--- config.mk ---
export PLATFORM = sky130hd
export DESIGN_NAME = form_urlencoded_decoder
export DESIGN_NICKNAME = d
export VERILOG_FILES = /design/src/sv/fud_pkg.sv /design/src/sv/fud_step.sv /design/src/sv/fud_out_buf.sv /design/src/sv/form_urlencoded_decoder.sv
export SDC_FILE = /design/constraint.sdc
export NUM_CORES = 1
export LEC_CHECK = 0
export CORE_MARGIN = 10
export CORE_UTILIZATION = 45
export DETAILED_ROUTE_END_ITERATION = 10
export DONT_BUFFER_PORTS = 1
export PLACE_DENSITY_LB_ADDON = 0.1
export RECOVER_POWER = 25
export SYNTH_ARGS = -nofsm -noshare
export SYNTH_HDL_FRONTEND = slang
export SYNTH_SLANG_ARGS = --single-unit
--- constraint.sdc ---
create_clock -name clk -period 7 [get_ports clk]
set_input_delay 0 -clock clk [delete_from_list [all_inputs] [get_ports clk]]
set_output_delay 0 -clock clk [all_outputs]
set_load 0.02 [all_outputs]
--- src/sv/fud_pkg.sv ---
package fud_pkg;

	// characters with a meaning of their own in a form body
	localparam logic [7:0] CH_PERCENT = 8'h25;
	localparam logic [7:0] CH_PLUS    = 8'h2B;
	localparam logic [7:0] CH_AMP     = 8'h26;
	localparam logic [7:0] CH_EQUALS  = 8'h3D;
	localparam logic [7:0] CH_SPACE   = 8'h20;

	// result kinds
	localparam logic [1:0] KIND_KEY      = 2'd0;
	localparam logic [1:0] KIND_VALUE    = 2'd1;
	localparam logic [1:0] KIND_PAIR_END = 2'd2;
	localparam logic [1:0] KIND_ERROR    = 2'd3;

	// error codes
	localparam logic [1:0] ERR_NONE       = 2'd0;
	localparam logic [1:0] ERR_BAD_ESCAPE = 2'd1;
	localparam logic [1:0] ERR_NO_EQUALS  = 2'd2;

	// escape progress
	localparam logic [1:0] PH_NONE = 2'd0;
	localparam logic [1:0] PH_PCT  = 2'd1;
	localparam logic [1:0] PH_HIGH = 2'd2;

	// decoder state between beats
	typedef struct packed {
		logic       in_value;
		logic [1:0] percent_phase;
		logic [3:0] high_nibble;
		logic       pair_nonempty;
		logic       held_key_error;
		logic       error_sent;
	} state_t;

	// one input beat
	typedef struct packed {
		logic [7:0] body_byte;
		logic       has_byte;
		logic       end_of_body;
	} item_t;

	// one result beat
	typedef struct packed {
		logic [1:0] kind;
		logic [7:0] data_byte;
		logic [1:0] error_code;
		logic       body_done;
	} result_t;

endpackage

--- src/sv/fud_step.sv ---
module fud_step (
	input  fud_pkg::state_t  st,
	input  fud_pkg::item_t   item,
	output fud_pkg::state_t  st_next,
	output logic [1:0]       res_count,
	output fud_pkg::result_t res0,
	output fud_pkg::result_t res1
);

	logic            hex_ok;
	logic [3:0]      hex_val;
	logic [1:0]      dec_phase;
	logic [3:0]      dec_high;
	logic            dec_byte;
	logic            dec_bad;
	logic [7:0]      dec_data;
	logic            em_a;
	logic            em_b;
	fud_pkg::result_t res_a;
	fud_pkg::result_t res_b;
	fud_pkg::state_t  nx;

	// hex digit of either case
	always_comb begin
		hex_ok  = 1'b0;
		hex_val = item.body_byte[3:0];
		if (item.body_byte >= 8'h30 && item.body_byte <= 8'h39) begin
			hex_ok = 1'b1;
		end else if ((item.body_byte >= 8'h41 && item.body_byte <= 8'h46) ||
			(item.body_byte >= 8'h61 && item.body_byte <= 8'h66)) begin
			hex_ok  = 1'b1;
			hex_val = item.body_byte[3:0] + 4'd9;
		end
	end

	// plus, percent and escape digits
	always_comb begin
		dec_phase = st.percent_phase;
		dec_high  = st.high_nibble;
		dec_byte  = 1'b0;
		dec_bad   = 1'b0;
		dec_data  = item.body_byte;
		if (st.percent_phase == fud_pkg::PH_NONE) begin
			if (item.body_byte == fud_pkg::CH_PERCENT) begin
				dec_phase = fud_pkg::PH_PCT;
			end else begin
				dec_byte = 1'b1;
				if (item.body_byte == fud_pkg::CH_PLUS) begin
					dec_data = fud_pkg::CH_SPACE;
				end
			end
		end else if (!hex_ok) begin
			dec_bad   = 1'b1;
			dec_phase = fud_pkg::PH_NONE;
			dec_high  = 4'd0;
		end else if (st.percent_phase == fud_pkg::PH_PCT) begin
			dec_high  = hex_val;
			dec_phase = fud_pkg::PH_HIGH;
		end else begin
			dec_byte  = 1'b1;
			dec_data  = {st.high_nibble, hex_val};
			dec_phase = fud_pkg::PH_NONE;
			dec_high  = 4'd0;
		end
	end

	// pair handling, body end and result assembly
	always_comb begin
		nx    = st;
		em_a  = 1'b0;
		em_b  = 1'b0;
		res_a = '0;
		res_b = '0;
		if (item.has_byte && !st.error_sent) begin
			if (item.body_byte == fud_pkg::CH_AMP) begin
				if (st.pair_nonempty) begin
					em_a = 1'b1;
					if (!st.in_value) begin
						res_a.kind       = fud_pkg::KIND_ERROR;
						res_a.error_code = fud_pkg::ERR_NO_EQUALS;
						nx.error_sent    = 1'b1;
					end else if (st.percent_phase != fud_pkg::PH_NONE) begin
						res_a.kind       = fud_pkg::KIND_ERROR;
						res_a.error_code = fud_pkg::ERR_BAD_ESCAPE;
						nx.error_sent    = 1'b1;
					end else begin
						res_a.kind = fud_pkg::KIND_PAIR_END;
					end
				end
				nx.in_value       = 1'b0;
				nx.percent_phase  = fud_pkg::PH_NONE;
				nx.high_nibble    = 4'd0;
				nx.pair_nonempty  = 1'b0;
				nx.held_key_error = 1'b0;
			end else begin
				nx.pair_nonempty = 1'b1;
				if (!st.in_value) begin
					if (item.body_byte == fud_pkg::CH_EQUALS) begin
						if (st.held_key_error || st.percent_phase != fud_pkg::PH_NONE) begin
							em_a             = 1'b1;
							res_a.kind       = fud_pkg::KIND_ERROR;
							res_a.error_code = fud_pkg::ERR_BAD_ESCAPE;
							nx.error_sent    = 1'b1;
						end else begin
							nx.in_value = 1'b1;
						end
					end else if (!st.held_key_error) begin
						nx.percent_phase = dec_phase;
						nx.high_nibble   = dec_high;
						if (dec_bad) begin
							nx.held_key_error = 1'b1;
						end else if (dec_byte) begin
							em_a            = 1'b1;
							res_a.kind      = fud_pkg::KIND_KEY;
							res_a.data_byte = dec_data;
						end
					end
				end else begin
					nx.percent_phase = dec_phase;
					nx.high_nibble   = dec_high;
					if (dec_bad) begin
						em_a             = 1'b1;
						res_a.kind       = fud_pkg::KIND_ERROR;
						res_a.error_code = fud_pkg::ERR_BAD_ESCAPE;
						nx.error_sent    = 1'b1;
					end else if (dec_byte) begin
						em_a            = 1'b1;
						res_a.kind      = fud_pkg::KIND_VALUE;
						res_a.data_byte = dec_data;
					end
				end
			end
		end
		if (item.end_of_body) begin
			// close the last pair, looking at the state this beat left
			if (!nx.error_sent && nx.pair_nonempty) begin
				em_b = 1'b1;
				if (!nx.in_value) begin
					res_b.kind       = fud_pkg::KIND_ERROR;
					res_b.error_code = fud_pkg::ERR_NO_EQUALS;
				end else if (nx.percent_phase != fud_pkg::PH_NONE) begin
					res_b.kind       = fud_pkg::KIND_ERROR;
					res_b.error_code = fud_pkg::ERR_BAD_ESCAPE;
				end else begin
					res_b.kind = fud_pkg::KIND_PAIR_END;
				end
			end
			// end marker when nothing else came out
			if (!em_a && !em_b) begin
				em_b             = 1'b1;
				res_b.kind       = fud_pkg::KIND_ERROR;
				res_b.error_code = fud_pkg::ERR_NONE;
			end
			if (em_b) begin
				res_b.body_done = 1'b1;
			end else begin
				res_a.body_done = 1'b1;
			end
			nx = '0;
		end
	end

	assign st_next   = nx;
	assign res_count = {1'b0, em_a} + {1'b0, em_b};
	assign res0      = em_a ? res_a : res_b;
	assign res1      = res_b;

endmodule

--- src/sv/fud_out_buf.sv ---
module fud_out_buf (
	input  logic             clk,
	input  logic             arst_n,
	input  logic             push,
	input  logic [1:0]       push_count,
	input  fud_pkg::result_t push0,
	input  fud_pkg::result_t push1,
	output logic             room,
	output logic             out_valid,
	input  logic             out_ready,
	output fud_pkg::result_t out_res
);

	logic [1:0]       count_q;
	logic [1:0]       count_n;
	logic [1:0]       base;
	logic             pop;
	fud_pkg::result_t r0_q;
	fud_pkg::result_t r1_q;
	fud_pkg::result_t r0_n;
	fud_pkg::result_t r1_n;

	assign pop       = (count_q != 2'd0) && out_ready;
	assign base      = count_q - {1'b0, pop};
	assign room      = (count_q == 2'd0) || (count_q == 2'd1 && out_ready);
	assign out_valid = (count_q != 2'd0);
	assign out_res   = r0_q;

	// shift out the head beat, then append this beat's results
	always_comb begin
		r0_n    = r0_q;
		r1_n    = r1_q;
		count_n = base;
		if (pop) begin
			r0_n = r1_q;
		end
		if (push && push_count != 2'd0) begin
			count_n = base + push_count;
			case (base)
				2'd0: begin
					r0_n = push0;
					r1_n = push1;
				end
				2'd1: begin
					r1_n = push0;
				end
				default: begin
					r1_n = r1_q;
				end
			endcase
		end
	end

	// occupancy
	always_ff @(posedge clk or negedge arst_n) begin
		if (!arst_n) begin
			count_q <= 2'd0;
		end else begin
			count_q <= count_n;
		end
	end

	// result slots
	always_ff @(posedge clk) begin
		r0_q <= r0_n;
		r1_q <= r1_n;
	end

endmodule

--- src/sv/form_urlencoded_decoder.sv ---
// form body decoder, one raw body byte per input beat
// slave side: s_axis_tdata holds the byte, s_axis_tuser says whether the byte is
// present (0 for an empty closing beat), s_axis_tlast marks the last beat of a body
// master side: one beat per result; m_axis_tuser gives the kind (key byte, value
// byte, pair end, error), m_axis_tdata the decoded byte and the error code, and
// m_axis_tlast marks the last result of a body
// an input beat is registered on acceptance in the input stage, then decoded and
// written into a two-slot result buffer, from which its first result shows on
// m_axis_tvalid
// throughput is one beat per cycle while the results fit in the buffer; a beat that
// gives two results (a byte on the closing beat of a body) holds the input back
// while the single result port drains the two-slot buffer
// beats that give no result never wait on the master side
// when the receiver stalls the buffer fills and s_axis_tready drops; nothing is lost
// reset clears the decoder state, the input stage and the result buffer
module form_urlencoded_decoder (
	input  logic        clk,
	input  logic        arst_n,
	input  logic        s_axis_tvalid,
	output logic        s_axis_tready,
	input  logic [7:0]  s_axis_tdata,  // [7:0] body_byte
	input  logic        s_axis_tuser,  // [0] has_byte
	input  logic        s_axis_tlast,
	output logic        m_axis_tvalid,
	input  logic        m_axis_tready,
	output logic [15:0] m_axis_tdata,  // [7:0] data_byte, [9:8] error_code, rest zero
	output logic [1:0]  m_axis_tuser,  // [1:0] kind
	output logic        m_axis_tlast
);

	logic             valid_s1;
	fud_pkg::item_t   item_s1;
	fud_pkg::state_t  st_q;
	fud_pkg::state_t  st_next;
	logic [1:0]       res_count;
	fud_pkg::result_t res0;
	fud_pkg::result_t res1;
	fud_pkg::result_t out_res;
	logic             room;
	logic             advance;

	// the stage moves on when its results fit in the buffer
	assign advance       = valid_s1 && (res_count == 2'd0 || room);
	assign s_axis_tready = !valid_s1 || advance;

	// input stage valid and decoder state
	always_ff @(posedge clk or negedge arst_n) begin
		if (!arst_n) begin
			valid_s1 <= 1'b0;
			st_q     <= '0;
		end else begin
			if (s_axis_tready) begin
				valid_s1 <= s_axis_tvalid;
			end
			if (advance) begin
				st_q <= st_next;
			end
		end
	end

	// input stage payload
	always_ff @(posedge clk) begin
		if (s_axis_tvalid && s_axis_tready) begin
			item_s1.body_byte   <= s_axis_tdata;
			item_s1.has_byte    <= s_axis_tuser;
			item_s1.end_of_body <= s_axis_tlast;
		end
	end

	fud_step u_step (
		.st        (st_q),
		.item      (item_s1),
		.st_next   (st_next),
		.res_count (res_count),
		.res0      (res0),
		.res1      (res1)
	);

	fud_out_buf u_out_buf (
		.clk        (clk),
		.arst_n     (arst_n),
		.push       (advance),
		.push_count (res_count),
		.push0      (res0),
		.push1      (res1),
		.room       (room),
		.out_valid  (m_axis_tvalid),
		.out_ready  (m_axis_tready),
		.out_res    (out_res)
	);

	// result beat packing
	assign m_axis_tdata = {6'd0, out_res.error_code, out_res.data_byte};
	assign m_axis_tuser = out_res.kind;
	assign m_axis_tlast = out_res.body_done;

endmodule

Word level (Yosys, flattened, before mapping)
Cells that the tools add are included.
{ "word_totals": {"regBits": 49, "in_bits": 14, "out_inout_bits": 21} }
{ "op_classes": {"addsub": 4, "magnitude_cmp": 6, "eq_ne": 11, "muxes": 99, "reduce_logical": 34} }
{ "ops": {"columns": ["cell", "count"], "rows": [
  ["8-bit 2-to-1 mux", 10],
  ["13-bit 2-to-1 mux", 4],
  ["1-bit 2-to-1 mux", 47],
  ["2-bit 2-to-1 mux", 21],
  ["10-bit 2-to-1 mux", 4],
  ["8-bit by 6-bit == test with 1-bit output (second input constant)", 4],
  ["13-bit case mux with 2 select lines", 1],
  ["12-bit 2-to-1 mux", 2],
  ["4-bit 2-to-1 mux", 5],
  ["6-bit 2-to-1 mux", 3],
  ["8-bit by 7-bit greater-or-equal comparator with 1-bit output (second input constant)", 2],
  ["8-bit by 7-bit <= comparator with 1-bit output (second input constant)", 2],
  ["2-bit nonzero test", 6],
  ["1-bit logical AND", 11],
  ["9-bit 2-to-1 mux", 1],
  ["8-bit by 6-bit greater-or-equal comparator with 1-bit output (second input constant)", 1],
  ["8-bit by 6-bit <= comparator with 1-bit output (second input constant)", 1],
  ["2-bit logical NOT", 4],
  ["4-bit AND reduction", 2],
  ["2-bit by 1-bit == test with 1-bit output (second input constant)", 3],
  ["3-bit by 2-bit != test with 1-bit output (second input constant)", 2],
  ["1-bit logical NOT", 5],
  ["1-bit logical OR", 5],
  ["4-bit adder (second input constant)", 1],
  ["other kinds (7)", 7]
]} }

Longest topological paths before layout
{ "depth": {"ltp_word": 28, "ltp_mapped": 13, "depth_no_buf": 12} }

By module
From an unflattened synthesis, not the netlist that was laid out.
{ "unflattened": {"cells_unflattened": 333, "area_unflattened_um2": 3306.9} }
{ "modules_own_cells": {"columns": ["module", "instances", "cells_per_inst", "area_each_um2", "seq_area_each_um2"], "rows": [
  ["fud_out_buf", 1, 113, 1487.7, 700.7],
  ["fud_step", 1, 152, 957.2, 0.0],
  ["form_urlencoded_decoder", 1, 68, 862.1, 575.6]
]} }

Worst setup path after synthesis
OpenSTA, ideal clock, no wires.
{ "synth_timing": {"path_type": "register to register", "startpoint": "register item_s1[2] in the netlist's numbering", "endpoint": "register u_out_buf.r1_q[0] in the netlist's numbering (enable)", "arrival_ns": 3.056, "t_required_ns": 6.600, "setup_slack_ns": 3.545, "path_stages_with_launch": 10, "n_path_buf": 2, "period_less_slack_ns": 3.455, "cell_sequence": "edfxtp_1 > inv_1 > ha_1 > or3b_4 > and3_4 > buf_6 > o32ai_4 > a221oi_1 > buf_6 > nor3_1"} }
{ "synth_between": {"elab_chain_cells": 26, "elab_cells_between_ends": 50} }
{ "synth_lines": {"columns": ["item", "line", "source"], "rows": [
  ["from (decl)", "form_urlencoded_decoder.sv:32", "fud_pkg::item_t item_s1;"],
  ["8-bit by 7-bit greater-or-equal comparator with 1-bit output (tied with other cells)", "fud_step.sv:29", "end else if ((item.body_byte >= 8'h41 && item.body_byte <= 8'h46) ||"],
  ["1-bit logical AND (on tied branches)", "fud_step.sv:29, fud_step.sv:30", null],
  ["1-bit logical OR", "fud_step.sv:29", null],
  ["1-bit 2-to-1 mux", "fud_step.sv:29", null],
  ["1-bit 2-to-1 mux", "fud_step.sv:27", "if (item.body_byte >= 8'h30 && item.body_byte <= 8'h39) begin"],
  ["1-bit 2-to-1 mux", "fud_step.sv:52", "end else if (!hex_ok) begin"],
  ["1-bit 2-to-1 mux", "fud_step.sv:43", "if (st.percent_phase == fud_pkg::PH_NONE) begin"],
  ["1-bit 2-to-1 mux", "fud_step.sv:121", "if (dec_bad) begin"],
  ["(+9 left out)", null, null],
  ["1-bit 2-to-1 mux", "fud_step.sv:149", "if (!em_a && !em_b) begin"],
  ["1-bit 2-to-1 mux (2 in a row)", "fud_step.sv:134", "if (item.end_of_body) begin"],
  ["1-bit by 1-bit adder with 2-bit output *", "fud_step.sv:164", "assign res_count = {1'b0, em_a} + {1'b0, em_b};"],
  ["2-bit logical NOT", "form_urlencoded_decoder.sv:43", "assign advance = valid_s1 && (res_count == 2'd0 || room);"],
  ["1-bit logical OR", "form_urlencoded_decoder.sv:43", null],
  ["1-bit logical AND", "form_urlencoded_decoder.sv:43", null],
  ["1-bit logical AND *", "fud_out_buf.sv:37", "if (push && push_count != 2'd0) begin"],
  ["2-bit AND reduction (no line) *", null, null],
  ["to (signal assigned)", "fud_out_buf.sv:66", "r1_q <= r1_n;"],
  ["to (decl)", "fud_out_buf.sv:19", "fud_pkg::result_t r1_q;"]
]} }
Mark *: on every way between the ends. The rest lies on a longest branch, timed or not. The select of a mux whose other input is x is not followed.
A chain may end at the register's enable or synchronous reset.

Worst setup path in the final report
{ "layout_timing": {"startpoint": "register item_s1[2] in the netlist's numbering", "endpoint": "register item_s1[2] in the netlist's numbering (enable)"} }
{ "layout_between": {"elab_chain_cells": 26, "elab_cells_between_ends": 49} }
{ "layout_lines": {"columns": ["item", "line", "source"], "rows": [
  ["8-bit by 7-bit greater-or-equal comparator with 1-bit output (tied with other cells)", "fud_step.sv:29", null],
  ["1-bit logical AND (on tied branches)", "fud_step.sv:29, fud_step.sv:30", null],
  ["1-bit logical OR", "fud_step.sv:29", null],
  ["1-bit 2-to-1 mux", "fud_step.sv:29", null],
  ["1-bit 2-to-1 mux", "fud_step.sv:27", null],
  ["1-bit 2-to-1 mux", "fud_step.sv:52", null],
  ["1-bit 2-to-1 mux", "fud_step.sv:43", null],
  ["1-bit 2-to-1 mux", "fud_step.sv:121", null],
  ["(+9 left out)", null, null],
  ["1-bit 2-to-1 mux", "fud_step.sv:149", null],
  ["1-bit 2-to-1 mux (2 in a row)", "fud_step.sv:134", null],
  ["1-bit by 1-bit adder with 2-bit output *", "fud_step.sv:164", null],
  ["2-bit logical NOT *", "form_urlencoded_decoder.sv:43", null],
  ["1-bit logical OR *", "form_urlencoded_decoder.sv:43", null],
  ["1-bit logical AND *", "form_urlencoded_decoder.sv:43", null],
  ["1-bit logical OR *", "form_urlencoded_decoder.sv:44", "assign s_axis_tready = !valid_s1 || advance;"],
  ["1-bit logical AND *", "form_urlencoded_decoder.sv:63", "if (s_axis_tvalid && s_axis_tready) begin"]
]} }
Marked as above.

==> flow_metrics.env <==
export IMPL_status="complete, no violations"
export IMPL_fmax_mhz=292
export IMPL_sum_of_negative_setup_slack_ns=0
export IMPL_fin_worst_skew_ns=0.00799
export IMPL_grt_pass1_vias=2122
export IMPL_grtUsageTotal_pct=13.0
export IMPL_final_antenna_net_count=0
export IMPL_dp_cells=346
export IMPL_power_combinational_fraction_pct=35.2
export IMPL_edff_count_synth=23
export IMPL_timing_final_crit_share_pct=48.9
export IMPL_netlist_instances=281
export IMPL_post_route_cells_drive_above_1_share_pct=10.4
export IMPL_cts_made_buffers=5
export IMPL_antenna_found_initial=0
export IMPL_post_drt_wl_per_cell_um=17.3
export IMPL_ys_seq_elements=49
export IMPL_cpMaxStageDelayCell="a21boi_1"
export IMPL_setup_viol_count_final=0
export IMPL_post_route_util_pct=49.9
export IMPL_floorplan_die_area_um2=10100
export IMPL_tritoncts="built"
export IMPL_synth_warnings=0
export IMPL_synth_async_sr_flop_share_pct=26.5
export IMPL_port_buffers=0
export IMPL_vertical_die_dimension_um=100
export IMPL_num_vias=2153
export IMPL_detail_route_first_pass_iterations=5
export IMPL_drt_vias_per_instance=5.88
export IMPL_worst_ep_required_time_ns=6.94
export IMPL_drt_first_iter_violations=181
export IMPL_instances_no_fill=366
export IMPL_final_count_of_pins_violating_max_slew=0
export IMPL_setup_worst_path_start_class="flip-flop"
export IMPL_clkSlewWorstSetupHoldPaths_ns=0.09
export IMPL_diodes=0
export IMPL_synthDistinctLibCells=70
export IMPL_timing_worst_slew_pin_value_ns=0.866
export IMPL_grt_overflow_total=0
export IMPL_max_cap_violations=0
export IMPL_cts_path_max_buffers=2
export IMPL_effective_utilization_at_floorplan_pct=46.1
export IMPL_power_ir_vdd_worst_mv=0.191
export IMPL_part_of_the_power_in_the_clock_network_pct=18.3
export IMPL_grt_pass1_wl_um=10800
export IMPL_timing_critical_path_slowest_cell_delay_ns=0.72
export IMPL_finalWorstPathRequiredPeriod_ns=3.42
export IMPL_cts_root_buffer_cell="clkbuf_8"
export IMPL_timing_hold_worst_class="in -> async"
export IMPL_net_switching_power_uw=443
export IMPL_clock_latency_ns=0.31
export IMPL_final_wirelength_um=6320
export IMPL_grt_max_degree=16
export IMPL_area_grow_syn2layout_pct=8.21
export IMPL_gp_routability_congestion=0.897
export IMPL_cell_internal_pwr_uw=655
export IMPL_cp_cell_sequence="inv_1, ha_1, nor3b_1, a31oi_1, nor2b_1, a221oi_1, buf_4, nor2_2, a21boi_1"
export IMPL_cp_data_arrival_time_ns=3.36
export IMPL_layout_setup_ws_ns=3.58
export IMPL_fp_dieW_um=100
export IMPL_ys_flop_type="edfxtp_1"
export IMPL_pwr_density_cell_nw_per_um2=348
export IMPL_layout_filler_cells=594
export IMPL_synth_area_per_cell_um2=10.4
export IMPL_hold_viol=0
export IMPL_io_pins=35
export IMPL_cts_resized=0
export IMPL_timing_critical_path_fanout_max=11
export IMPL_timing_slew_headroom_pct=42.1
export IMPL_detailedPlacementHpwl_um=4660
export IMPL_rsz0062_at_grt="false"
export IMPL_placement_rows=29
export IMPL_power_leakage_uw=0.00129
export IMPL_detail_route_drc_violations=0
export IMPL_seq_power_share_pct=46.5
export IMPL_synth_seq_area_share_pct=43.8
export IMPL_critical_path_class="reg -> reg"
export IMPL_finalNetCount=309
export IMPL_pre_cts_ws_ns=3.57
export IMPL_design_core_area_um2=6310
export IMPL_p_sw_share_pct=40.3
export IMPL_syn_area_um2=2910
export IMPL_critical_path_endpoint_type="flip-flop"
export IMPL_cts_num_sinks=49
export IMPL_cts_max_level=2
==> sequential cells by signal, indices dropped and copies added (netlist names) <==
name / flops
item_s1: 10
st_q: 10
u_out_buf.count_q: 2
u_out_buf.out_res: 13
u_out_buf.r1_q: 13
valid_s1: 1
==> worst max-delay path: cells and delay by family, from the launching register on <==
kind            cells  cell delay (ns)
compound gates      3             1.30
buf+inv             2             0.42
simple gates        3             0.65
flops               1             0.47
fa+ha+maj           1             0.20
==> metal layers <==
layer	part of all wire [%]	wire length, µm	track usage [%]	vias to the layer above
met5	0	0	0	-
met4	1.2	78	3.80	0
met3	7.9	502	3.37	10
met2	43	2740	19.3	97
met1	47	3000	17.9	991
li1	-	-	-	1055
==> cell type report <==
cell class / instances / area (µm²) / share of cell area (%)
multi-input combinational: 202 / 1470 / 46.6
sequential: 49 / 1280 / 40.5
timing repair buffer: 14 / 135 / 4.29
clock buffer: 7 / 108 / 3.42
tap: 77 / 96.3 / 3.06
inverter: 16 / 60.1 / 1.91
clock inverter: 1 / 7.51 / 0.238
==> cells in the final DEF (no fill, tap or decap), types with 4 or more instances in the layout <==
cell type and n:
mux2i_1 23, edfxtp_1 23, nor2_1 22, inv_1 16
nand2_1 16, o21ai_0 13, dfrtp_1 13, dfxtp_1 13
dlygate4sd3_1 12, a21oi_1 11, nand3_1 9, ha_1 7
conb_1 6, clkbuf_8 6, o22ai_1 5, xnor2_1 5
a211oi_1 5, nand4_1 4, a21o_1 4
==> worst paths after layout <==
kind,from,slack (ns),endpoint,depth (start not counted)
max,item_s1[2],3.58,item_s1[2],9
min,arst_n,0.14,st_q[6],1
max reg2reg,item_s1[2],3.58,item_s1[2],9
min reg2reg,u_out_buf.r1_q[10],0.53,u_out_buf.out_res[10],2
max in group asynchronous,arst_n,6.45,st_q[4],1
min in group clk,s_axis_tvalid,0.14,item_s1[0],1
==> repair_timing <==
item / in CTS / in global routing
hold endpoints to repair: 24 / 0
buffers inserted: 0 / 0
hold buffers: 12 / 0
==> cells in the mapped netlist, types with 3 or more instances <==
cell type | count | share of area, %
o211ai_1 | 3 | 0.77
o21ai_1 | 3 | 0.52
nor2_1 | 22 | 2.8
nand2_1 | 16 | 2.1
o21ai_0 | 13 | 2.2
edfxtp_1 | 23 | 24
a21o_1 | 4 | 1.0
xnor2_1 | 5 | 1.5
buf_4 | 6 | 1.5
clkbuf_1 | 6 | 0.77
dfxtp_1 | 13 | 8.9
a211oi_1 | 5 | 1.3
mux2i_1 | 23 | 7.9
a21oi_1 | 11 | 1.9
inv_1 | 16 | 2.1
buf_6 | 4 | 1.5
nand3_1 | 9 | 1.5
o22ai_1 | 5 | 1.1
dfrtp_1 | 13 | 11
nand4_1 | 4 | 0.86
ha_1 | 7 | 3.0
nor3_1 | 3 | 0.52
==> through the flow <==
| stage | power [µW] | hold WS [ns] | cell area [µm²] |
|---|---|---|---|
| after CTS | 1110 | 0.154 | 3150 |
| after global routing | 1180 | 0.176 | 3150 |
| after global placement | 900 | -0.295 | 2920 |
| final | 1100 | 0.137 | 3150 |
| after floorplan | 821 | -0.296 | 2930 |
| after detailed placement | 901 | -0.295 | 2920 |
==> power groups by stage <==
stage / Combinational [µW] / Sequential (µW) / Clock [µW]
floorplan: 330 / 491 / 0
global placement: 381 / 519 / 0
detailed placement: 380 / 521 / 0
CTS: 389 / 514 / 206
global route: 436 / 526 / 219
finish: 386 / 511 / 201
==> kinds of logic (layout without fill, tap and decap cells) <==
kind of cell / after synthesis / in the layout / share of synthesized area [%]
buffers and inverters: 35 / 38 / 6.40
other: 1 / 6 / 0.129
XOR/XNOR: 7 / 7 / 2.11
multiplexers: 24 / 24 / 8.29
AO/OA/AOI/OAI: 79 / 79 / 20.7
flip-flops: 49 / 49 / 43.8
adder cells (fa/ha/maj): 7 / 7 / 3.01
AND/OR/NAND/NOR: 79 / 79 / 15.6
No activity file was read; power rests on OpenSTA's default activity.
